### config.mk
export PLATFORM = sky130hd
export DESIGN_NAME = qrs_queue
export DESIGN_NICKNAME = d
export VERILOG_FILES = /design/src/sv/qrs_pkg.sv /design/src/sv/qrs_queue.sv
export SDC_FILE = /design/constraint.sdc
export NUM_CORES = 1
export LEC_CHECK = 0
export ABC_AREA = 1
export ABC_CLOCK_PERIOD_IN_PS = 1700
export BUFFER_PORTS_ARGS = -buffer_cell sky130_fd_sc_hd__clkbuf_2
export CORE_UTILIZATION = 56
export DETAILED_ROUTE_END_ITERATION = 8
export GPL_TIMING_DRIVEN = 0
export PLACE_DENSITY_LB_ADDON = 0.1
export SLEW_MARGIN = 5
export SYNTH_ARGS = -nofsm -noshare
export SYNTH_HDL_FRONTEND = slang
export SYNTH_SLANG_ARGS = --single-unit
### constraint.sdc
create_clock -name clk -period 1.7 [get_ports clk]
set_input_delay 0.085 -clock clk [delete_from_list [all_inputs] [get_ports clk]]
set_output_delay 0.085 -clock clk [all_outputs]
set_load 0.01 [all_outputs]
### src/sv/qrs_pkg.sv
// shared constants for the quadratic root solver
// no dependencies
package qrs_pkg;

  // default word format, signed Q16.16
  localparam int WORD_BITS_DEF = 32;
  localparam int FRAC_BITS_DEF = 16;

  // entries in the queue between front and back
  localparam int QUEUE_DEPTH = 8;

  // root kind codes
  localparam logic [1:0] KIND_TWO   = 2'd0;
  localparam logic [1:0] KIND_ONE   = 2'd1;
  localparam logic [1:0] KIND_NONE  = 2'd2;
  localparam logic [1:0] KIND_DEGEN = 2'd3;

endpackage

### src/sv/qrs_queue.sv
// short word queue between front and back
// depends on qrs_pkg
module qrs_queue #(
  parameter int WIDTH = 8,
  parameter int DEPTH = 8,
  localparam int CW   = $clog2(DEPTH + 1),
  localparam int AW   = $clog2(DEPTH)
) (
  input  logic             clk,
  input  logic             rst,
  input  logic             push,
  input  logic [WIDTH-1:0] push_data,
  input  logic             pop,
  output logic [WIDTH-1:0] head,
  output logic             avail,
  output logic [CW-1:0]    count
);
  import qrs_pkg::*;

  logic [WIDTH-1:0] store [DEPTH];
  logic [AW-1:0]    wr_ptr, rd_ptr;

  assign head  = store[rd_ptr];
  assign avail = (count != '0);

  // storage
  always_ff @(posedge clk) begin
    if (push) begin
      store[wr_ptr] <= push_data;
    end
  end

  // pointers and fill count
  always_ff @(posedge clk) begin
    if (rst) begin
      wr_ptr <= '0;
      rd_ptr <= '0;
      count  <= '0;
    end else begin
      if (push) begin
        wr_ptr <= (wr_ptr == AW'(DEPTH - 1)) ? '0 : wr_ptr + 1'b1;
      end
      if (pop) begin
        rd_ptr <= (rd_ptr == AW'(DEPTH - 1)) ? '0 : rd_ptr + 1'b1;
      end
      count <= count + CW'(push) - CW'(pop);
    end
  end
endmodule

Yosys cells after proc, flatten, opt, wreduce, memory -nomap -nowiden
Memories as Yosys holds them, arrays and structs flattened. A register that Yosys moved wholly into a read port is not among the register bits.
Cells that the tools add are included.
W data, S select, Z words.
{"block": "word_totals", "elab_cells": 17, "reg_bits": 10, "ramBits": 64, "memories": 1, "out_inout_bits": 13}
{"block": "classes", "n_eq_ne": 2, "n_reduce_logical": 1, "muxes": 6, "addsub": 4}
{"memory": "store", "words": 8, "word_bits": 8, "rd": 1, "rd_clocked_by_memory_dff": 1, "write_ports": 1, "line_no": "qrs_queue.sv:20", "text": "logic [WIDTH-1:0] store [DEPTH];"}
{"operator": "$mux W3", "count": 4}
{"operator": "$add A3 B1 Y3 const B", "count": 2}
{"operator": "$eq A3 B3 Y1 const B", "count": 2}
{"operator": "$add A4 B1 Y4", "count": 1}
{"operator": "$reduce_bool A4 Y1", "count": 1}
{"operator": "$sub A4 B1 Y4", "count": 1}
{"operator": "$mux W1", "count": 2}

Longest topological paths before layout
Gate-level depths: netlist of the first run.
{"block": "logic_depth", "depth_word": 4, "mapped_depth": 8}

Worst setup path after synthesis of the first run
OpenSTA, ideal clock, no wires.
{"block": "synth_timing", "kind": "register -> register", "startpoint": "register count[0]", "endpoint": "register count[2]", "setup_time_ns": 0.115, "slack_ns": 0.139, "path_buffers": 0, "arrival_time_ns": 1.446, "path_stages_with_launch": 8, "cell_sequence": "dfxtp_1 inv_1 ha_1 inv_1 ha_1 fa_1 xnor2_1 nor2_1"}
{"block": "synth_between", "elab_chain_len": 2}
{"item": "start, declared", "line_no": "qrs_queue.sv:16", "text": "output logic [CW-1:0] count"}
{"item": "start signal, assigned", "line_no": "qrs_queue.sv:46", "text": "count <= count + CW'(push) - CW'(pop);"}
{"item": "$add A4 B1 Y4", "line_no": "qrs_queue.sv:46"}
{"item": "$sub A4 B1 Y4", "line_no": "qrs_queue.sv:46"}
No other way between the ends.
A chain may end at the register's enable or synchronous reset.

Final worst setup path of the first run
{"block": "layout_timing", "startpoint": "register wr_ptr[0]", "endpoint": "memory store[3][4] (enable)"}
{"item": "start, declared", "line_no": "qrs_queue.sv:21", "text": "logic [AW-1:0] wr_ptr, rd_ptr;"}
{"item": "start signal, assigned", "line_no": "qrs_queue.sv:41", "text": "wr_ptr <= (wr_ptr == AW'(DEPTH - 1)) ? '0 : wr_ptr + 1'b1;"}
{"item": "end, declared", "line_no": "qrs_queue.sv:20"}
No word-level cell before the write port.

==> impl_metrics.env, run 1 <==
export IMPL_synth_distinct_cells=19
export IMPL_fp_row_count=28
export IMPL_hold_class="input pin to flip-flop"
export IMPL_place_area_um2=3701
export IMPL_cts_buffers=9
export IMPL_vdd_drop_max_mv=0.6944
export IMPL_fin_crit_sh_pct=97.44
export IMPL_cp_arrival_ns=1.62
export IMPL_fmax_mhz=603.7
export IMPL_synthCells=358
export IMPL_syn_nets=380
export IMPL_grt_overflow=0
export IMPL_synth_sequential_area_ratio_pct=62.58
export IMPL_die_w_um=80.91
export IMPL_drive_gt1_share_pct=15.54
export IMPL_relSlewSlack_pct=36.42
export IMPL_firstDrtPassIters=4
export IMPL_final_cells=474
export IMPL_syn2layout_area_growth_pct=12.45
export IMPL_antenna_found_initial=0
export IMPL_io_buffers=24
export IMPL_power_per_cell_area_nw_per_um2=1077
export IMPL_cts_tree="done"
export IMPL_rsz0062_at_grt="yes"
export IMPL_swShare_pct=25.51
export IMPL_viasPerCell=4.880
export IMPL_grt_max_degree=13
export IMPL_path_clk_slew_ns=0.08
export IMPL_nets=416
export IMPL_io_pins=25
export IMPL_grt_usage_pct=23.41
export IMPL_fin_ws_ns=0.04358
export IMPL_final_antenna_net_count=0
export IMPL_path_class="flip-flop to flip-flop"
export IMPL_clk_insertion_delay_late_ns=0.34
export IMPL_place_congestion=0.7660
export IMPL_cap_violations=0
export IMPL_die_area_um2=6546
export IMPL_grt_pass1_wl_um=10650
export IMPL_crit_fanout=8
export IMPL_routedWlPerCell_um=14.49
export IMPL_initial_core_util_pct=58.55
export IMPL_maxSlewViolCount=0
export IMPL_diodes=0
export IMPL_die_h_um=80.91
export IMPL_p_leak_nw=1.858
export IMPL_p_total_mw=4.223
export IMPL_clockBufferDepth=2
export IMPL_core_um2=5956
export IMPL_status="finished clean"
export IMPL_cts_root_buf="clkbuf_8"
export IMPL_setup_viol=0
export IMPL_finClkSkew_ns=0.009107
export IMPL_placedCellCount=457
export IMPL_worst_pin_slew_ns=0.9501
export IMPL_syn_area_um2=3487
export IMPL_p_seq_share_pct=51.2
export IMPL_critPathMaxStageDelay_ns=0.76
export IMPL_p_int_mw=3.146
export IMPL_pwr_share_comb_pct=15.6
export IMPL_critPathSlowestCell="nor2_1"
export IMPL_dp_slack_ns=0.07370
export IMPL_drc_errors=0
export IMPL_grt_pass1_vias=2151
export IMPL_hold_viol_final=0
export IMPL_p_clk_share_pct=33.1
export IMPL_worstPathCellList="nand2_1, nor2_1"
export IMPL_cp_end_kind="flip-flop"
export IMPL_cp_required_ns=1.67
export IMPL_final_cell_area_um2=3921
export IMPL_p_sw_mw=1.077
export IMPL_dr_total_vias=2313
export IMPL_hpwl_um=4450
export IMPL_syn_area_per_cell_um2=9.740
export IMPL_cts_sinks=77
export IMPL_drtIter0Drc=140
export IMPL_startpoint_type="flip-flop"
export IMPL_ys_warn_count=0
export IMPL_wl_um=6866
export IMPL_h_tree_depth=3
export IMPL_period_minus_slack_ns=1.656
export IMPL_post_cts_buffers=0
export IMPL_synth_seq_cells=77
repair_timing:
item / 4_1_cts / 5_1_grt
hold buffers: 1 / 0
setup endpoints to repair: 0 / 45
gates resized for setup: 0 / 3
endpoints found under the hold margin: 1 / 0
worst max-delay path: cells and delay by family, from the launching register on:
family,cells,cell delay (ns)
flip-flops,1,0.37
AND/OR/NAND/NOR,2,0.91
stage by stage:
step | utilization, % | hold WS, ns | TNS, ns
2_1_floorplan | - | 0.1541 | 0
3_3_place_gp | 62.14 | 0.3674 | 0
3_5_place_dp | 62.14 | 0.3748 | 0
4_1_cts | 65.71 | 0.01023 | 0
5_1_grt | 65.84 | 0.02365 | -0.9065
6_report | 65.84 | 0.02047 | 0
layer usage:
metal  vias up  share of wire [%]  wire length (um)  GRT usage, %
li1       1184                  -                 -             -
met1      1057                 42              2883         29.41
met2        65                 51              3518         40.25
met3         7                6.0               409         4.719
met4         0               0.80                55         8.036
met5         -                  0                 0             0
path summary, 6_finish.rpt:
path | startpoint | end | slack, ns | cells past startpoint
hold reg to reg | rd_ptr[1] | flip-flop | 0.51 | 2
setup reg to reg | wr_ptr[0] | store[3][4] | 0.04 | 2
hold / removal | push_data[6] | store[1][6] | 0.02 | 1
setup / recovery | wr_ptr[0] | store[3][4] | 0.04 | 2
registers in the layout (all words and copies together), names as in the netlist, named ones only:
signal,count
count,4
rd_ptr,3
store,64
wr_ptr,3
cell type report:
type	instances	area (um^2)
Inverter	82	312.8
Clock inverter	3	43.79
Tap cell	75	93.84
Multi-Input combinational cell	188	893.4
Timing Repair Buffer	25	130.1
Clock buffer	13	158.9
Fill cell	512	2034
Sequential cell	77	2182
Buffer	11	106.4
synthesized netlist by cell type:
cell type	count	area (um^2)
nand2_1	106	397.9
inv_1	80	300.3
edfxtp_1	64	1922
nand3_1	36	180.2
nor2_1	15	56.30
dfxtp_1	13	260.3
nand2_2	10	62.56
ha_1	9	112.6
a21oi_1	7	35.03
buf_6	5	56.30
buf_4	3	22.52
buf_2	2	10.01
o21ai_0	2	10.01
buf_8	1	15.01
fa_1	1	20.02
inv_2	1	3.750
inv_4	1	6.260
o21a_1	1	7.510
xnor2_1	1	8.760
cell families after synthesis:
group                      synth area share (%)
and+or+nand+nor                           19.99
AOI/OAI and AO/OA                         1.507
adders and majority gates                 3.803
DFF                                       62.58
xor gates and xnor gates                 0.2512
buffers and inverters                     11.88
power by group through the flow:
stage	combinational (mW)	sequential [mW]	clock (mW)
3_3_place_gp	0.643	2.20	0
6_report	0.661	2.16	1.40
5_1_grt	0.753	2.17	1.50
4_1_cts	0.669	2.16	1.42
3_5_place_dp	0.663	2.21	0
2_1_floorplan	0.431	2.22	0
placed cells by master (no fill, tap or decap), drive strengths merged, types with 2 or more instances in the layout:
master,n
o21ai,2
dfxtp,13
a21oi,7
ha,9
inv,82
nand2,116
nand3,36
buf,10
clkinv,2
nor2,15
clkbuf,38
edfxtp,64
(Power assumes the default switching activity.)
==> run 2, diff against run 1 <==
Settings changed: ABC_AREA 1 to default.
==> run 2 against run 1 <==
The flow now finishes with violations (setup timing). Fmax shrank 15%. Clock power decreased by 7%. Sequential power hardly changed. Hold slack improved by 0.0017 ns. Final area decreased by 8.5%. Register-to-register slack improved by 0.04 ns. Non-clock buffer count fell by 1. Final cell count fell by 41%. Largest cell class unchanged.
==> impl_metrics.env, run 2 <==
export IMPL_syn_area_um2=3114
export IMPL_h_tree_depth=3
export IMPL_place_area_um2=3327
export IMPL_drc_errors=0
export IMPL_hpwl_um=3494
export IMPL_syn_area_per_cell_um2=18.99
export IMPL_synthCells=164
export IMPL_fp_row_count=26
export IMPL_worstPathCellList="buf_8, buf_16, mux4_2, mux2_4, buf_6"
export IMPL_setup_viol=8
export IMPL_routedWlPerCell_um=20.77
export IMPL_multiInputGateArea_um2=848.3
export IMPL_drive_gt1_share_pct=38.28
export IMPL_clockBufferDepth=2
export IMPL_cp_required_ns=1.62
export IMPL_layout_common_cells="64 x edfxtp_1, 22 x clkbuf_2, 16 x mux4_2, 11 x dfxtp_1"
export IMPL_period_minus_slack_ns=1.953
export IMPL_grt_overflow=0
export IMPL_maxSlewViolCount=0
export IMPL_synth_seq_cells=77
export IMPL_ys_warn_count=0
export IMPL_holdPathStages=1
export IMPL_die_area_um2=5864
export IMPL_status="complete, but fails checks"
export IMPL_synth_top_area_cell="edfxtp_1"
export IMPL_initial_core_util_pct=59.46
export IMPL_cp_arrival_ns=1.87
export IMPL_rr_endpoint="count[2]"
export IMPL_rsz0062_at_grt="yes"
export IMPL_ff2ff_path_depth=7
export IMPL_syn2layout_area_growth_pct=15.23
export IMPL_clk_insertion_delay_late_ns=0.34
export IMPL_drtIter0Drc=165
export IMPL_fin_crit_sh_pct=114.9
export IMPL_largestRegisters="store x64, count x4"
export IMPL_synth_distinct_cells=26
export IMPL_nets=226
export IMPL_regMostFlops="store"
export IMPL_grt_max_degree=13
export IMPL_r2r_slack_ns=0.08
export IMPL_dr_total_vias=1572
export IMPL_startpoint_type="flip-flop"
export IMPL_dp_slack_ns=-0.2575
export IMPL_power_per_cell_area_nw_per_um2=1113
export IMPL_cts_sinks=77
export IMPL_grt_pass1_vias=1647
export IMPL_violations="setup timing"
export IMPL_wl_um=5796
export IMPL_cap_violations=0
export IMPL_synth_most_common_cell="edfxtp_1"
export IMPL_grt_pass1_wl_um=9135
export IMPL_hold_class="input pin to flip-flop"
export IMPL_fillers=348
export IMPL_largest_reg_flops=64
export IMPL_die_h_um=76.58
export IMPL_cts_buffers=9
export IMPL_regArea_um2=2185
export IMPL_worst_pin_slew_ns=0.7748
export IMPL_fmax_mhz=511.9
export IMPL_diodes=0
export IMPL_synth_sequential_area_ratio_pct=70.07
export IMPL_path_class="flip-flop to output port"
export IMPL_vdd_drop_max_mv=0.7330
export IMPL_critPathSlowestCell="mux4_2"
export IMPL_finClkSkew_ns=0.008153
export IMPL_die_w_um=76.58
export IMPL_relSlewSlack_pct=48.07
export IMPL_viasPerCell=5.634
export IMPL_critPathMaxStageDelay_ns=0.51
export IMPL_async_flop_share_pct=0
export IMPL_io_pins=25
export IMPL_grt_usage_pct=21.88
export IMPL_synth_top_area_share_pct=61.71
export IMPL_core_um2=5238
export IMPL_whs_endpoint="store[0][5]"
export IMPL_final_antenna_net_count=0
export IMPL_firstDrtPassIters=4
export IMPL_p_leak_nw=1.266
export IMPL_syn_nets=186
export IMPL_synth_common_cells="64 x edfxtp_1, 15 x mux4_1, 13 x dfxtp_1"
export IMPL_fin_ws_ns=-0.2535
export IMPL_synthTopCellsByArea="edfxtp_1 62%, mux4_1 13%, dfxtp_1 8.4%, ha_1 3.6%, mux2_2 2.9%"
export IMPL_final_cell_area_um2=3588
export IMPL_ys_flop_type="edfxtp_1"
export IMPL_io_buffers=24
export IMPL_holdCritStartpoint="push_data[5]"
export IMPL_synth_edf_count=64
export IMPL_hold_viol_final=0
export IMPL_path_clk_slew_ns=0.07
export IMPL_crit_fanout=5
export IMPL_antenna_found_initial=0
export IMPL_post_route_util_pct=68.51
export IMPL_r2r_start="count[0]"
export IMPL_final_common_cell="edfxtp_1"
export IMPL_cp_end_kind="output port"
export IMPL_cts_root_buf="clkbuf_8"
export IMPL_place_congestion=0.6840
export IMPL_cts_tree="done"
## run 2: cell count changes after synthesis, moves of 3 or more
cell / previous run / this run
buf_4: 3 / 0
nand3_1: 36 / 2
inv_1: 80 / 7
nand2_1: 106 / 3
buf_6: 5 / 1
nor2_1: 15 / 11
mux4_1: 0 / 15
mux2_2: 0 / 8
nor2b_1: 0 / 3
nand2b_1: 0 / 6
nand2_2: 10 / 0
## run 2: layer usage
layer / GRT usage, % / vias to the layer above / part of all wire, %
met2: 35.41 / 42 / 51
met3: 5.988 / 9 / 3.8
li1: - / 715 / -
met4: 8.462 / 0 / 1.5
met5: 0 / - / 0
met1: 28.31 / 806 / 44
## run 2: final cells by class
class / count / share of cell area [%]
sequential: 77 / 60.88
clock inverter: 6 / 1.499
buffer: 5 / 1.395
inverter: 7 / 0.7322
tap: 70 / 2.441
clock buffer: 10 / 3.556
multi-input combinational: 74 / 23.64
timing repair buffer: 30 / 5.858
## run 2: worst max-delay path, delay by kind of cell (launching register included)
| kind | cells | cell delay, ns |
|---|---|---|
| flip-flops | 1 | 0.34 |
| multiplexers | 2 | 0.80 |
| buffers and inverters | 3 | 0.38 |
## run 2: cells by family after synthesis
logic type               Yosys count  share of synthesized area [%]
AO/OA/AOI/OAI                      7                          1.245
flip-flops                        77                          70.07
multiplexers                      26                          16.91
XOR/XNOR                           1                         0.2813
AND/OR/NAND/NOR                   30                          4.862
adder cells (fa/ha/maj)           10                          4.259
buffers and inverters             13                          2.370
## run 2: worst max-delay path by stage
stage | start | endpoint | slack (ns) | cells after the start
after floorplan | count[0] | count[2] | 0.13 | 7
after global placement | wr_ptr[0] | store[0][3] | -0.31 | 2
after detailed placement | wr_ptr[0] | store[1][3] | -0.26 | 2
after CTS | flip-flop | head[0] | -0.25 | 5
after global routing | flip-flop | head[1] | -0.30 | 5
final | flip-flop | head[1] | -0.25 | 5
## run 2: report_power, final
group	total, mW	leakage [nW]	switching [mW]	internal (mW)
Combinational	0.541	0.479	0.269	0.272
Sequential	2.15	0.689	0.0386	2.11
Clock	1.30	0.0972	0.638	0.664
Total	3.99	1.27	0.946	3.05
## run 2: metrics by stage
step	hold slack (ns)	std cells	power, mW	TNS [ns]
2_1_floorplan	0.1839	164	2.507	0
3_3_place_gp	0.3437	258	2.639	-4.567
6_report	0.02215	279	3.995	-1.795
4_1_cts	0.003711	279	3.995	-1.912
5_1_grt	0.02908	279	4.136	-2.232
3_5_place_dp	0.3663	258	2.677	-3.049
## run 2: timing repair
action                                 4_1_cts  5_1_grt
setup endpoints to repair                   24       40
gates resized for setup                     26       12
hold buffers                                 2        0
gates cloned                                 1        0
endpoints found under the hold margin        7        0
setup buffers                                3        0
